<file path="src/rtl/lft_pkg.sv">
package lft_pkg;

  localparam int CFG_W    = 5;
  localparam int CFG_IX_W = 1;
  localparam int ADDR_W   = 32;
  localparam int PAGE_W   = 32;
  localparam int STAMP_W  = 32;
  localparam int STATUS_W = 3;

  localparam logic [CFG_IX_W-1:0] CFG_PAGE_SHIFT = 1'd0;
  localparam logic [CFG_IX_W-1:0] CFG_FRAMES     = 1'd1;

  localparam logic [CFG_W-1:0] PAGE_SHIFT_RST = 5'd12;
  localparam logic [CFG_W-1:0] FRAMES_RST     = 5'd16;

  localparam logic REQ_ACCESS = 1'b0;
  localparam logic REQ_TERM   = 1'b1;

  localparam logic [STATUS_W-1:0] STATUS_HIT     = 3'd0;
  localparam logic [STATUS_W-1:0] STATUS_FILLED  = 3'd1;
  localparam logic [STATUS_W-1:0] STATUS_APPEND  = 3'd2;
  localparam logic [STATUS_W-1:0] STATUS_REPLACE = 3'd3;
  localparam logic [STATUS_W-1:0] STATUS_TERM    = 3'd4;

  typedef enum logic [1:0] {
    ST_IDLE,
    ST_SCAN,
    ST_COMMIT,
    ST_DELIVER
  } state_t;

  typedef struct packed {
    logic in_stall;
    logic scan_issue;
    logic commit;
    logic deliver;
  } ctrl_t;

endpackage

</file>
<file path="src/rtl/lft_entry_ram.sv">
module lft_entry_ram #(
  parameter int DEPTH = 16,
  parameter int WIDTH = 72,
  parameter int AW    = 4
) (
  input  logic             clk,
  input  logic             wr_en,
  input  logic [AW-1:0]    wr_addr,
  input  logic [WIDTH-1:0] wr_data,
  input  logic             rd_en,
  input  logic [AW-1:0]    rd_addr,
  output logic [WIDTH-1:0] rd_data
);

  logic [WIDTH-1:0] mem [DEPTH];

  always_ff @(posedge clk) begin
    if (wr_en) begin
      mem[wr_addr] <= wr_data;
    end
  end

  always_ff @(posedge clk) begin
    if (rd_en) begin
      rd_data <= mem[rd_addr];
    end
  end

endmodule

</file>
<file path="src/rtl/lru_frame_table.sv">
// Channel  | handshake            | payload
// ---------+----------------------+-------------------------------------------
// in       | in_valid / in_stall  | req_type, owner_id, address
// out      | out_valid / out_stall| status, frame_index, page_number,
//          |                      | freed_count
// cfg      | cfg_we               | cfg_index, cfg_data
//
// A beat is taken only in idle. Its result is offered after the walk, which
// reads one RAM entry a cycle through the registered RAM read port, then the
// commit state and the delivery state; delivery waits while a result is held.
// The next beat is taken the cycle after delivery at the earliest.
// rst (synchronous) resets fill count, freed bits, stamp counter and config;
// the RAM is not cleared. A held result stalls only delivery of the next one.
module lru_frame_table #(
  parameter int NUM_FRAMES = 16,
  parameter int OWNER_BITS = 8
) (
  input  logic                                     clk,
  input  logic                                     rst,
  input  logic                                     cfg_we,
  input  logic [lft_pkg::CFG_IX_W-1:0]             cfg_index,
  input  logic [lft_pkg::CFG_W-1:0]                cfg_data,
  input  logic                                     in_valid,
  output logic                                     in_stall,
  input  logic                                     req_type,
  input  logic [OWNER_BITS-1:0]                    owner_id,
  input  logic [lft_pkg::ADDR_W-1:0]               address,
  output logic                                     out_valid,
  input  logic                                     out_stall,
  output logic [lft_pkg::STATUS_W-1:0]             status,
  output logic [$clog2(NUM_FRAMES)-1:0]            frame_index,
  output logic [lft_pkg::PAGE_W-1:0]               page_number,
  output logic [$clog2(NUM_FRAMES+1)-1:0]          freed_count
);

  import lft_pkg::*;

  localparam int IDX_W  = $clog2(NUM_FRAMES);
  localparam int FILL_W = $clog2(NUM_FRAMES + 1);
  localparam int LIM_W  = (FILL_W > CFG_W) ? FILL_W : CFG_W;
  localparam int ENT_W  = PAGE_W + OWNER_BITS + STAMP_W;
  localparam logic [LIM_W-1:0] LIM_MAX = LIM_W'(NUM_FRAMES);

  // config
  logic [CFG_W-1:0] page_shift;
  logic [CFG_W-1:0] frames_in_use;

  always_ff @(posedge clk) begin
    if (rst) begin
      page_shift    <= PAGE_SHIFT_RST;
      frames_in_use <= FRAMES_RST;
    end else if (cfg_we) begin
      unique case (cfg_index)
        CFG_PAGE_SHIFT: page_shift    <= cfg_data;
        CFG_FRAMES:     frames_in_use <= cfg_data;
        default: ;
      endcase
    end
  end

  // control
  state_t state, state_next;
  ctrl_t  ctrl;

  logic [FILL_W-1:0]   fill_count;
  logic [NUM_FRAMES-1:0] entry_freed;
  logic [STAMP_W-1:0]  stamp_counter;

  // request held for the walk
  logic                  req_q;
  logic [OWNER_BITS-1:0] owner_q;
  logic [PAGE_W-1:0]     page_q;

  // walk
  logic [FILL_W-1:0] scan_addr;
  logic              rd_vld;
  logic [IDX_W-1:0]  rd_idx;
  logic [ENT_W-1:0]  rd_data;
  logic [PAGE_W-1:0]     rd_page;
  logic [OWNER_BITS-1:0] rd_owner;
  logic [STAMP_W-1:0]    rd_stamp;
  logic                  rd_freed;
  logic                  scan_done;

  logic                  have_fr, have_hit, have_best;
  logic [IDX_W-1:0]      fr_idx, hit_idx, best_idx;
  logic [OWNER_BITS-1:0] hit_owner;
  logic [STAMP_W-1:0]    best_stamp;
  logic [FILL_W-1:0]     freed_cnt;

  // result staging
  logic [STATUS_W-1:0] res_status;
  logic [IDX_W-1:0]    res_frame;
  logic [PAGE_W-1:0]   res_page;
  logic [FILL_W-1:0]   res_freed;

  logic out_free;
  logic in_take;

  assign out_free  = !out_valid || !out_stall;
  assign in_take   = in_valid && !in_stall;
  assign scan_done = (scan_addr >= fill_count) && !rd_vld;

  assign {rd_page, rd_owner, rd_stamp} = rd_data;
  assign rd_freed = entry_freed[rd_idx];

  always_ff @(posedge clk) begin
    if (rst) begin
      state <= ST_IDLE;
    end else begin
      state <= state_next;
    end
  end

  always_comb begin
    state_next = state;
    unique case (state)
      ST_IDLE:    if (in_valid) state_next = ST_SCAN;
      ST_SCAN:    if (scan_done) state_next = ST_COMMIT;
      ST_COMMIT:  state_next = ST_DELIVER;
      ST_DELIVER: if (out_free) state_next = ST_IDLE;
      default:    state_next = ST_IDLE;
    endcase
  end

  always_comb begin
    ctrl = '0;
    unique case (state)
      ST_IDLE:    ctrl.in_stall = 1'b0;
      ST_SCAN: begin
        ctrl.in_stall   = 1'b1;
        ctrl.scan_issue = scan_addr < fill_count;
      end
      ST_COMMIT: begin
        ctrl.in_stall = 1'b1;
        ctrl.commit   = 1'b1;
      end
      ST_DELIVER: begin
        ctrl.in_stall = 1'b1;
        ctrl.deliver  = out_free;
      end
      default:    ctrl.in_stall = 1'b1;
    endcase
  end

  assign in_stall = ctrl.in_stall;

  // capture request; page is computed up front
  always_ff @(posedge clk) begin
    if (in_take) begin
      req_q   <= req_type;
      owner_q <= owner_id;
      page_q  <= (req_type == REQ_TERM) ? '0 : (address >> page_shift);
    end
  end

  // read issue, one entry per cycle
  always_ff @(posedge clk) begin
    if (rst) begin
      rd_vld    <= 1'b0;
      scan_addr <= '0;
    end else if (in_take) begin
      rd_vld    <= 1'b0;
      scan_addr <= '0;
    end else begin
      rd_vld <= ctrl.scan_issue;
      if (ctrl.scan_issue) begin
        rd_idx    <= scan_addr[IDX_W-1:0];
        scan_addr <= scan_addr + 1'b1;
      end
    end
  end

  // per-entry evaluation of returned read data
  always_ff @(posedge clk) begin
    if (in_take) begin
      have_fr   <= 1'b0;
      have_hit  <= 1'b0;
      have_best <= 1'b0;
      freed_cnt <= '0;
    end else if (rd_vld) begin
      if (req_q == REQ_TERM) begin
        if (!rd_freed && rd_owner == owner_q) freed_cnt <= freed_cnt + 1'b1;
      end else begin
        if (rd_freed && !have_fr) begin
          have_fr <= 1'b1;
          fr_idx  <= rd_idx;
        end
        if (!rd_freed && !have_hit && rd_page == page_q) begin
          have_hit  <= 1'b1;
          hit_idx   <= rd_idx;
          hit_owner <= rd_owner;
        end
        // strict compare keeps the lowest index on a tie
        if (!rd_freed && (!have_best || rd_stamp < best_stamp)) begin
          have_best  <= 1'b1;
          best_idx   <= rd_idx;
          best_stamp <= rd_stamp;
        end
      end
    end
  end

  // commit decision
  logic [LIM_W-1:0]      limit;
  logic                  full;
  logic [STAMP_W-1:0]    stamp_inc;
  logic                  wr_en;
  logic [IDX_W-1:0]      wr_addr;
  logic [OWNER_BITS-1:0] wr_owner;
  logic [STATUS_W-1:0]   dec_status;
  logic                  dec_append;

  always_comb begin
    if (frames_in_use == '0) begin
      limit = LIM_W'(1);
    end else if (LIM_W'(frames_in_use) > LIM_MAX) begin
      limit = LIM_MAX;
    end else begin
      limit = LIM_W'(frames_in_use);
    end
  end

  assign full      = LIM_W'(fill_count) >= limit;
  assign stamp_inc = stamp_counter + 1'b1;

  always_comb begin
    wr_owner   = owner_q;
    dec_append = 1'b0;
    if (full && have_fr) begin
      wr_addr    = fr_idx;
      dec_status = STATUS_FILLED;
    end else if (have_hit) begin
      wr_addr    = hit_idx;
      wr_owner   = hit_owner;
      dec_status = STATUS_HIT;
    end else if (have_fr) begin
      wr_addr    = fr_idx;
      dec_status = STATUS_FILLED;
    end else if (!full) begin
      wr_addr    = fill_count[IDX_W-1:0];
      dec_append = 1'b1;
      dec_status = STATUS_APPEND;
    end else begin
      wr_addr    = best_idx;
      dec_status = STATUS_REPLACE;
    end
    wr_en = ctrl.commit && (req_q == REQ_ACCESS);
  end

  lft_entry_ram #(
    .DEPTH (NUM_FRAMES),
    .WIDTH (ENT_W),
    .AW    (IDX_W)
  ) u_ram (
    .clk     (clk),
    .wr_en   (wr_en),
    .wr_addr (wr_addr),
    .wr_data ({page_q, wr_owner, stamp_inc}),
    .rd_en   (ctrl.scan_issue),
    .rd_addr (scan_addr[IDX_W-1:0]),
    .rd_data (rd_data)
  );

  // table state
  always_ff @(posedge clk) begin
    if (rst) begin
      fill_count    <= '0;
      entry_freed   <= '0;
      stamp_counter <= '0;
    end else begin
      if (rd_vld && req_q == REQ_TERM && !rd_freed && rd_owner == owner_q) begin
        entry_freed[rd_idx] <= 1'b1;
      end
      if (wr_en) begin
        entry_freed[wr_addr] <= 1'b0;
        stamp_counter        <= stamp_inc;
        if (dec_append) fill_count <= fill_count + 1'b1;
      end
    end
  end

  always_ff @(posedge clk) begin
    if (ctrl.commit) begin
      res_page <= page_q;
      if (req_q == REQ_TERM) begin
        res_status <= STATUS_TERM;
        res_frame  <= '0;
        res_freed  <= freed_cnt;
      end else begin
        res_status <= dec_status;
        res_frame  <= wr_addr;
        res_freed  <= '0;
      end
    end
  end

  // output register
  always_ff @(posedge clk) begin
    if (rst) begin
      out_valid <= 1'b0;
    end else if (ctrl.deliver) begin
      out_valid <= 1'b1;
    end else if (!out_stall) begin
      out_valid <= 1'b0;
    end
  end

  always_ff @(posedge clk) begin
    if (ctrl.deliver) begin
      status      <= res_status;
      frame_index <= res_frame;
      page_number <= res_page;
      freed_count <= res_freed;
    end
  end

endmodule

</file>
<file path="config.mk">
export PLATFORM = sky130hd
export DESIGN_NAME = lru_frame_table
export DESIGN_NICKNAME = d
export VERILOG_FILES = /design/src/rtl/lft_pkg.sv /design/src/rtl/lft_entry_ram.sv /design/src/rtl/lru_frame_table.sv
export SDC_FILE = /design/constraint.sdc
export NUM_CORES = 2
export LEC_CHECK = 0
export ABC_AREA = 0
export BUFFER_PORTS_ARGS = -buffer_cell sky130_fd_sc_hd__buf_2
export CORE_UTILIZATION = 44
export CTS_CLUSTER_SIZE = 16
export DETAILED_ROUTE_END_ITERATION = 6
export GPL_ROUTABILITY_DRIVEN = 0
export SETUP_SLACK_MARGIN = 0.4
export SYNTH_ARGS = -nofsm -noshare
export SYNTH_HDL_FRONTEND = slang
export SYNTH_HIERARCHICAL = 1
export SYNTH_SLANG_ARGS = --single-unit
</file>
<file path="constraint.sdc">
create_clock -name clk -period 20.7 [get_ports clk]
set_clock_uncertainty 0.2 [all_clocks]
set_input_delay 4.14 -clock clk [delete_from_list [all_inputs] [get_ports clk]]
set_output_delay 4.14 -clock clk [all_outputs]
set_load 0.05 [all_outputs]
</file>
==> impl_metrics.py <==
metrics = {
    "die": {
        "die_w_um": 366,
        "die_area_um2": 134000,
        "rows": 133,
        "fp.dieH_um": 366,
        "core_area_um2": 132000,
        "io_pins": 98,
        "start_util_pct": 44.4,
    },
    "synth": {
        "synthSimpleGateAreaFrac_pct": 3.48,
        "syn_inst": 2949,
        "synth-xor-area-share_pct": 1.62,
        "synth_fa_ha_area_share_pct": 1.07,
        "syn_nets": 3051,
        "synthTopCellsByArea": "edfxtp_1 72%, mux4_2 12%, dfxtp_1 2.7%",
        "synth_top_family_by_area": "multiplexers",
        "ys.flop_type": "edfxtp_1",
        "ys_ff_latch": 1489,
        "synth_edf_count": 1409,
        "post_synth_mux_area_share_pct": 13.4,
        "yosysWarnings": 6,
        "synth-seq-area-share_pct": 75.2,
        "synth_compound_area_share_pct": 3.57,
        "synth_top_cell_by_area": "edfxtp_1",
        "synth_area_um2": 58400,
        "async_reset_ff_share_pct": 0,
        "synth_cell_types": 68,
        "syn_area_per_cell_um2": 19.8,
        "yosysTopAreaCellShare_pct": 72.4,
    },
    "setup_path": {
        "slowest_stage": "dfxtp_1",
        "crit_path_max_fanout": 4,
        "worstSetupPathType": "flop to output port",
        "crit_family": "buffers and inverters",
        "max_stage_delay_ps": 410,
        "crit_buf_inv": 3,
        "cp-startpoint": "state[0]",
        "start_kind": "flop",
        "crit_chain": "inv_1, ha_1, inv_1, buf_2",
        "cp-end-kind": "output port",
        "cp.required_ps": 16360,
        "critPathArrivalTime_ps": 1860,
        "crit_top_cell": "inv_1",
        "r2r-start": "frames_in_use[1]",
    },
    "grt": {
        "overflow": 0,
        "grt_util_met1_pct": 27.4,
        "antenna_found_initial": 0,
        "grt.busiest_layer": "met2",
        "grt_max_degree": 131,
        "grt_pass1_vias": 30100,
        "met3_usage_pct": 2.86,
        "grt_pass1_wl_mm": 196,
        "grt_usage_pct": 19.9,
        "use_met2_pct": 33.5,
    },
    "power": {
        "ir_worst_vdd_uv": 73.9,
        "power.total_mw": 6.53,
        "p_per_area_nw_per_um2": 98.9,
        "p_leak_nw": 20.8,
    },
    "clock_tree": {
        "cts_sinks": 1489,
        "htreeDepth": 4,
        "clk_pin_slew_ps": 60,
        "clk_path_buf_depth": 3,
        "cts_resized": 0,
        "clk_latency_ps": 790,
        "postCtsHoldBufs": 0,
        "cts_inserted_buffers": 152,
        "post_cts_buffers": 0,
        "cts_tree": "yes",
        "cts-root-buf": "clkbuf_16",
    },
    "sta": {
        "rsz0062_at_grt": "no",
        "max_freq_mhz": 161,
        "whs_ps": 206,
        "finalHoldViolCount": 0,
        "final.setup.worst_slack_ps": 14500,
        "period_needed_ps": 6200,
        "drv_slew": 0,
        "tightest_slew_ps": 1300,
        "setup_viol": 0,
        "period_share_pct": 29.9,
        "fin_tns_setup_ps": 0,
        "relSlewSlack_pct": 12.6,
    },
    "cells_and_area": {
        "fin_nets": 3214,
        "layout_common_cells": "1409 x edfxtp_1, 319 x mux4_2, 153 x clkbuf_16",
        "final_util_pct": 50.1,
        "drive_gt1_share_pct": 23.3,
        "syn2layout_area_growth_pct": 12.9,
        "stdcell_count": 4990,
        "layout_commonest_cell": "edfxtp_1",
        "n_antenna_cell": 0,
        "design_area_um2": 66000,
    },
    "place": {
        "portBuffers": 97,
        "dp_hpwl_mm": 70.6,
        "place_ws_ps": 14400,
        "dpl-instance-area_um2": 61000,
        "place_inst": 4713,
    },
    "outcome": {
        "status": "finished clean",
    },
    "min_path": {
        "hold_path.class": "flop to flop",
        "min_from": "res_page[13]",
    },
    "route": {
        "drc": 0,
        "drtPass1Iterations": 6,
        "via_per_inst": 5.79,
        "ant_nets": 0,
        "wirelength_mm": 133,
        "routedWlPerCell_um": 26.6,
        "vias": 28900,
        "drt_iter0_drc": 2713,
    },
    "job": {
        "cap_violations": 0,
    },
}
## cell usage after synthesis (all sizes together) (12+ instances only)
cell type,number
and2,16
buf,59
clkbuf,84
dfxtp,80
nand3,38
mux2,26
edfxtp,1409
xor2,55
a22oi,147
a21oi,52
nand4,22
a21o,12
xnor2,53
inv,54
ha,50
mux4,320
a211oi,19
nor2,126
nand2,138
nor3,23
mux2i,33
o21ai,18
## routing by layer
layer / vias to the layer above / part of all wire [%] / wire length (um)
li1: 12400 / - / -
met1: 15400 / 42 / 56400
met2: 921 / 50 / 67100
met3: 157 / 5.4 / 7240
met4: 0 / 1.6 / 2140
met5: - / 0 / 0
## final cells by class
cell class                 count  area, um^2
timing repair buffer         152         923
clock inverter                85         970
inverter                      56         210
fill                       10400       65700
sequential                  1489       43900
tap                         1755        2200
clock buffer                 192        4030
multi-input combinational   1261       13700
## worst reg2reg max path: stages (launching register included)
cell,delay [ps]
dfxtp_1,320
nor3_1,200
nor2_1,70
nor2_1,100
ha_1,230
nor2b_1,150
o21ai_1,170
a21oi_2,440
mux2_2,420
nor2_1,540
nand3b_1,410
nor2_4,890
buf_4,590
buf_4,700
## power breakdown
part / internal [mW] / switching (mW) / total [mW]
sequential: 3.43 / 0.0997 / 3.53
clock: 1.56 / 1.15 / 2.70
combinational: 0.0983 / 0.190 / 0.288
total: 5.09 / 1.44 / 6.53
## worst paths after layout
path,endpoint,slack [ps],cells after the start
min,page_number[13],210,0
max reg2reg,u_ram/mem[6][63],14840,13
max,in_stall,14500,4
min reg2reg,page_number[13],210,0
## flip-flops by register name, indices dropped and copies added (netlist names), 5 cells and up
signal and cells:
res_freed 5, page_shift 5, stamp_counter 32, fill_count 5, page_q 32, entry_freed 16
freed_cnt 5, u_ram/rd_data 72, owner_q 8, res_page 32, hit_owner 8, page_number 32
best_stamp 32, freed_count 5, scan_addr 5, u_ram/mem 1152, frames_in_use 5
## cell families (layout without fill, tap and decap cells)
kind of cell	after synthesis	count (layout)
flip-flops	1489	1489
AND/OR/NAND/NOR	428	428
multiplexers	379	379
AO/OA/AOI/OAI	296	296
buffers and inverters	199	485
XOR/XNOR	108	108
adder cells (fa/ha/maj)	50	50
(Power assumes the default switching activity.)
